## src/d8sdd_pkg.sv

```systemverilog
// Shared types and constants for the D8 flow direction block.
// No dependencies.
package d8sdd_pkg;

   localparam int MAX_WIDTH_DEF = 1024;
   localparam int SAMPLE_W      = 32;
   localparam int GRID_WIDTH_W  = 11;
   localparam int GRID_HEIGHT_W = 16;
   localparam int GRID_MIN      = 5;
   localparam int GRID_RESET    = 1024;
   localparam int CSR_INDEX_W   = 2;
   localparam int CSR_DATA_W    = 16;
   localparam int DIR_W         = 4;
   localparam int RSP_DATA_W    = 8;
   localparam int FIFO_DEPTH    = 16;
   localparam int DROP_W        = SAMPLE_W + 1;
   localparam int SLOPE_W       = DROP_W + 17;

   localparam logic [CSR_INDEX_W-1:0] CSR_GRID_WIDTH  = CSR_INDEX_W'(0);
   localparam logic [CSR_INDEX_W-1:0] CSR_GRID_HEIGHT = CSR_INDEX_W'(1);

   localparam logic [DIR_W-1:0] DIR_NONE = DIR_W'(8);

   // 1/sqrt2 in Q0.16
   localparam logic signed [16:0] INV_SQRT2 = 17'sh0B505;

   // window slot (row*3+col) for directions W, NW, N, NE, E, SE, S, SW
   localparam int NBR_POS [8] = '{3, 0, 1, 2, 5, 8, 7, 6};
   localparam int CENTER_POS  = 4;

   typedef logic signed [SAMPLE_W-1:0] sample_type;

   typedef struct packed {
      logic hit;
      logic ring;
      logic frame_end;
   } ctrl_type;

   typedef struct packed {
      logic                      hit;
      logic [2:0]                dir;
      logic signed [SLOPE_W-1:0] slope;
   } cand_type;

   typedef struct packed {
      logic [DIR_W-1:0] dir;
      logic             last;
   } result_type;

endpackage

```

## src/d8sdd_dir.sv

```systemverilog
// Steepest descent direction pipeline: drops, slopes, then a registered
// compare tree over the eight neighbors. Depends on d8sdd_pkg.
module d8sdd_dir import d8sdd_pkg::*; (
   input  logic             clock,
   input  logic             reset,
   input  ctrl_type         in_ctrl,
   input  sample_type       window [9],
   output ctrl_type         out_ctrl,
   output logic [DIR_W-1:0] out_dir
);

   function automatic cand_type pick(cand_type lo, cand_type hi);
      cand_type r;
      if (lo.hit && (!hi.hit || lo.slope >= hi.slope)) begin
         r = lo;
      end else begin
         r = hi;
      end
      return r;
   endfunction

   logic signed [DROP_W-1:0]  drop_in  [8];
   logic signed [DROP_W-1:0]  drop_ff  [8];
   logic signed [SLOPE_W-1:0] slope_in [8];
   logic signed [SLOPE_W-1:0] slope_ff [8];
   cand_type                  lvl1_in  [4];
   cand_type                  lvl1_ff  [4];
   cand_type                  lvl2_in  [2];
   cand_type                  lvl2_ff  [2];
   cand_type                  top_cand;
   cand_type                  leaf     [8];
   logic [DIR_W-1:0]          dir_in;
   logic [DIR_W-1:0]          dir_ff;
   ctrl_type                  ctrl_ff  [5];

   always_comb begin
      for (int n = 0; n < 8; n++) begin
         drop_in[n] = DROP_W'(window[CENTER_POS]) - DROP_W'(window[NBR_POS[n]]);
      end
   end

   always_comb begin
      for (int n = 0; n < 8; n++) begin
         if (n % 2 == 1) begin
            slope_in[n] = drop_ff[n] * INV_SQRT2;
         end else begin
            slope_in[n] = {{(SLOPE_W - DROP_W - 16){drop_ff[n][DROP_W-1]}}, drop_ff[n], 16'b0};
         end
      end
   end

   always_comb begin
      for (int n = 0; n < 8; n++) begin
         leaf[n].hit   = slope_ff[n] > 0;
         leaf[n].dir   = 3'(n);
         leaf[n].slope = slope_ff[n];
      end
      for (int k = 0; k < 4; k++) begin
         lvl1_in[k] = pick(leaf[2*k], leaf[2*k+1]);
      end
      for (int k = 0; k < 2; k++) begin
         lvl2_in[k] = pick(lvl1_ff[2*k], lvl1_ff[2*k+1]);
      end
      top_cand = pick(lvl2_ff[0], lvl2_ff[1]);
      if (ctrl_ff[3].ring || !top_cand.hit) begin
         dir_in = DIR_NONE;
      end else begin
         dir_in = {1'b0, top_cand.dir};
      end
   end

   always_ff @(posedge clock) begin
      drop_ff  <= drop_in;
      slope_ff <= slope_in;
      lvl1_ff  <= lvl1_in;
      lvl2_ff  <= lvl2_in;
      dir_ff   <= dir_in;
   end

   always_ff @(posedge clock) begin
      if (reset) begin
         for (int s = 0; s < 5; s++) begin
            ctrl_ff[s] <= '0;
         end
      end else begin
         ctrl_ff[0] <= in_ctrl;
         for (int s = 1; s < 5; s++) begin
            ctrl_ff[s] <= ctrl_ff[s-1];
         end
      end
   end

   assign out_ctrl = ctrl_ff[4];
   assign out_dir  = dir_ff;

endmodule

```

## config.mk

```make
export PLATFORM = sky130hd
export DESIGN_NAME = d8sdd_dir
export DESIGN_NICKNAME = d
export VERILOG_FILES = /design/src/d8sdd_pkg.sv /design/src/d8sdd_dir.sv
export SDC_FILE = /design/constraint.sdc
export NUM_CORES = 2
export LEC_CHECK = 0
export CAP_MARGIN = 20
export CELL_PAD_IN_SITES_DETAIL_PLACEMENT = 0
export CELL_PAD_IN_SITES_GLOBAL_PLACEMENT = 1
export CORE_MARGIN = 8
export CORE_UTILIZATION = 52
export DETAILED_ROUTE_END_ITERATION = 10
export DONT_BUFFER_PORTS = 1
export MAX_ROUTING_LAYER = met4
export PLACE_DENSITY_LB_ADDON = 0.1
export SLEW_MARGIN = 20
export SYNTH_ARGS = -nofsm -noshare
export SYNTH_HDL_FRONTEND = slang
export SYNTH_SLANG_ARGS = --single-unit
```

## constraint.sdc

```tcl
create_clock -name clock -period 7.29 [get_ports clock]
set_clock_uncertainty 0.15 [all_clocks]
set_input_delay 1.0935 -clock clock [delete_from_list [all_inputs] [get_ports clock]]
set_output_delay 1.0935 -clock clock [all_outputs]
set_load 0.05 [all_outputs]
```

; Yosys cells after proc, flatten, opt, wreduce, memory -nomap -nowiden
; Memory sizes are Yosys's and may differ from the RTL's.
; Cells that the tools add are included.
[totals]
reg_bits = 924
mem_bits_rw = 15
inputBits = 293
elab_cells = 112
mem_count = 1
[classes]
addsub = 8
n_mul = 4
order_cmp = 15
n_mux = 16
n_bitwise = 5
reduce_logical = 23
[mem_list]
columns = memory, words, width, read_ports, rd_ports_with_merged_regs, write_ports, line
row1 = ctrl_ff, 5, 3, 5, 0, 5, d8sdd_dir.sv:34  ; ctrl_type ctrl_ff [5];
[ops]
columns = operator, count
row1 = $mux 54, 7
row2 = $sub 32x32->33, 8
row3 = $ge 49x50->1, 4
row4 = $gt 50x1->1 const B, 4
row5 = $mul 33x17->50 const B, 4
row6 = $gt 49x1->1 const B, 4
row7 = $ge 50x50->1, 3
row8 = $mux 3, 5
row9 = $logic_not 1->1, 8
row10 = $logic_or 1x1->1, 8
row11 = $logic_and 1x1->1, 7
row12 = $or 1x1->1, 5
row13 = $mux 4, 1
row14 = $mux 1, 3

; Depth between registers and ports, before layout
[depth]
depth_word = 7
mapped_depth = 23
depth_no_buf = 23

; Least setup slack after synthesis
; Ideal clock, no wire load.
[synth_path]
path_kind = reg-to-reg
start = register drop_ff[230] (netlist bit)
end = register slope_ff (netlist bit leaf[371])
setup_time_ns = 0.072
arrival_ns = 5.631
required_time_ns = 7.068
slack_ns = 1.437
stages_incl_launch_ff = 20
path_buffers = 1
path_cell_list = dfxtp_1 > ha_1 > fa_1 > inv_1 > fa_1 > fa_1 > fa_1 > inv_1 > fa_1 > inv_1 > ha_1 > clkbuf_1 > a21o_1 > a21oi_1 > nor2b_1 > o21ai_0 > nand2b_1 > a221o_1 > a21oi_1 > xnor2_1
[synth_lines]
columns = element, line
row1 = start: declaration, d8sdd_dir.sv:23  ; logic signed [DROP_W-1:0] drop_ff [8];
row2 = start signal: assignment, d8sdd_dir.sv:73  ; drop_ff <= drop_in;
row3 = end signal: assignment, d8sdd_dir.sv:74  ; slope_ff <= slope_in;
row4 = end: declaration, d8sdd_dir.sv:25  ; logic signed [SLOPE_W-1:0] slope_ff [8];

==> flow_metrics.py <==
metrics = {
    "detailed_routing": {
        "first_pass_iters": 5,
        "wl_microns": 233600,
        "via_count": 58410,
        "post_drt_wl_per_cell_microns": 21.62,
        "drt-initial-drc-count": 4105,
        "ant_nets": 0,
        "drc_errors": 0,
        "viasPerCell": 5.405,
    },
    "global_routing": {
        "grt_pass1_vias": 59830,
        "gr-total-overflow": 0,
        "grt_util_all_layers_pct": 28.34,
        "grt_max_degree": 54,
        "grt_pass1_wl_microns": 358500,
        "antenna_found_initial": 35,
    },
    "finish": {
        "area.sequential_sq_um": 18600,
        "fin_nets": 11060,
        "finalCoreUtilization_pct": 55.76,
        "final_cells": 10810,
        "multiInputGateArea_sq_um": 54160,
        "fill_cells": 14230,
        "drive_gt1_share_pct": 5.680,
        "area_delta_synth_final_pct": 7.049,
    },
    "floorplanning": {
        "core_sq_um": 155500,
        "initial_core_util_pct": 52.09,
        "die_area_sq_um": 168600,
        "boundaryPins": 300,
        "fp.dieW_microns": 410.6,
        "fp.dieH_microns": 410.6,
        "std_cell_rows": 145,
    },
    "yosys": {
        "ys_warn_count": 0,
        "syn_area_per_cell_sq_um": 9.408,
        "synth_top_area_cell": "dfxtp_1",
        "synth_area_sq_um": 80990,
        "yosysMostFrequentCell": "inv_1",
        "synth.top_cell.area_share_pct": 22.96,
        "synth_edf_count": 0,
        "synth_seq_area_share_pct": 22.96,
        "ys_ff_latch": 929,
        "synth_cell_types": 100,
        "syn_nets": 11030,
        "synthTopCellsByArea": "dfxtp_1, ha_1, fa_1",
        "synthCells": 8608,
        "synthFlopType": "dfxtp_1",
        "synth_commonest_cells": "inv_1, ha_1, dfxtp_1",
        "async_flop_share_pct": 0,
    },
    "worst_setup_path": {
        "arrival_ps": 6920,
        "path_class": "flop to flop",
        "worstSetupStartpoint": "drop_ff[142]",
        "critPathCaptureType": "flop",
        "critPathLaunchType": "flop",
        "crit_required_ps": 7740,
        "critical_path.max_fanout": 7,
        "r2r_start": "drop_ff[142]",
    },
    "sta": {
        "tightest_slew_ps": 1025,
        "fmax_ghz": 0.1544,
        "hold_viol": 0,
        "fin_crit_sh_pct": 88.82,
        "setup_tns_ps": 0,
        "period_minus_slack_ps": 6475,
        "slew_headroom_pct": 31.58,
        "setup_violations": 0,
        "rsz0062_at_grt": "no",
        "finalMaxSlewViolations": 0,
    },
    "placement": {
        "gp_congestion": 0.9246,
        "dpl.hpwl_microns": 190400,
        "io_buffers": 0,
        "post-place-cells": 10590,
    },
    "cts": {
        "cts-htree-levels": 3,
        "clock_sinks": 929,
        "clk_path_buf_depth": 3,
        "cts_tree": "yes",
        "postCtsSetupRepairBufs": 0,
        "clk_pin_slew_ps": 60,
        "clock_latency_ps": 730,
        "cts_root_buf": "clkbuf_16",
        "cts_hold_buf": 0,
        "cts_buffers": 99,
        "cts_resized": 0,
    },
    "flow_run": {
        "drv_cap": 0,
    },
    "min_path": {
        "holdCritPathClass": "flop to flop",
        "hold_start": "drop_ff[99]",
    },
    "status": {
        "outcome": "completed",
    },
}
==> per-stage QoR <==
| step | hold WS [ps] | cell area [sq um] | worst slack [ps] |
|---|---|---|---|
| after CTS | 162.2 | 86600 | 795.5 |
| after detailed placement | 162.1 | 83240 | 872.3 |
| after global routing | 168.0 | 86660 | 399.2 |
| after floorplan | 159.6 | 80990 | 1437 |
| after global placement | 160.1 | 83240 | 928.1 |
| final | 160.3 | 86700 | 815.0 |
==> layout by cell type, fill, tap and decap left out, types with 16 or more instances in the layout <==
cell | netlist | final
nand2_1 | 238 | 238
buf_4 | 5 | 20
o31a_1 | 19 | 18
o31ai_1 | 23 | 23
mux2_2 | 223 | 223
or3_1 | 21 | 21
nor3_1 | 63 | 63
o21ai_0 | 250 | 250
nand4_1 | 114 | 114
ha_1 | 1462 | 1462
fa_1 | 669 | 669
nor2_1 | 270 | 270
nand2b_1 | 55 | 55
nor2b_1 | 130 | 130
nor4_1 | 87 | 87
a21o_1 | 321 | 321
a31oi_1 | 43 | 43
or2_2 | 24 | 24
diode_2 | 0 | 34
and3_1 | 58 | 58
clkbuf_16 | 0 | 100
xor2_1 | 124 | 124
clkinv_2 | 0 | 17
dfxtp_1 | 929 | 929
o21bai_1 | 48 | 48
a21oi_1 | 457 | 457
o211ai_1 | 27 | 27
nand3_1 | 119 | 119
clkbuf_1 | 53 | 16
and2_1 | 44 | 44
xnor2_1 | 259 | 259
a211oi_1 | 37 | 37
inv_1 | 2068 | 2068
o21a_1 | 75 | 75
==> worst paths after layout <==
path / to / slack (ps) / cells after the start
worst min register to register: leaf[178] / 160 / 0
worst max register to register: leaf[265] / 820 / 21
worst min-delay path: leaf[178] / 160 / 0
worst max-delay path: leaf[265] / 820 / 21
==> per-layer routing <==
metal  vias to the layer above  global-route usage, %  routed length, microns
li1                      28410                      -                       -
met1                     28180                  40.07                  110800
met2                      1536                  41.87                  100100
met3                       278                  5.040                   16190
met4                         0                  7.667                    6500
met5                         -                      -                       0
==> registers in the layout, summed over array words and instances, names as in the netlist <==
| register | count |
|---|---|
| drop_ff | 264 |
| lvl2_ff | 106 |
| out_dir | 4 |
| leaf | 332 |
| lvl1_ff | 208 |
| ctrl_ff | 15 |
==> cell families after synthesis <==
family,Yosys count,synth area share (%)
muxes,235,3.271
DFF,929,22.96
and+or+nand+nor,1266,8.061
AOI/OAI and AO/OA,1503,12.26
adders and majority gates,2131,39.12
buffers and inverters,2161,10.18
xor gates and xnor gates,383,4.142
==> critical path: stages (launching register included) <==
cell and delay (ps):
dfxtp_1 570, ha_1 220, inv_1 60, fa_1 530, inv_1 50, fa_1 550, fa_1 430, fa_1 490
inv_1 50, fa_1 470, inv_1 40, ha_1 350, nand3_1 120, nor2_1 170, nand2_1 90, a311oi_1 380
o211ai_1 260, a211oi_1 600, o2111ai_1 220, o31ai_1 280, a21oi_1 120, xor2_1 150
==> final cells by class <==
type / count / share of cell area, %
antenna: 34 / 0.09814
clock buffer: 124 / 3.083
clock inverter: 56 / 0.7981
inverter: 2068 / 8.954
multi-input combinational: 5518 / 62.47
sequential: 929 / 21.45
tap: 2058 / 2.970
timing repair buffer: 20 / 0.1732
Power is not shown: default switching activity piles up to over one toggle a cycle in this logic, so the estimate is an artifact.
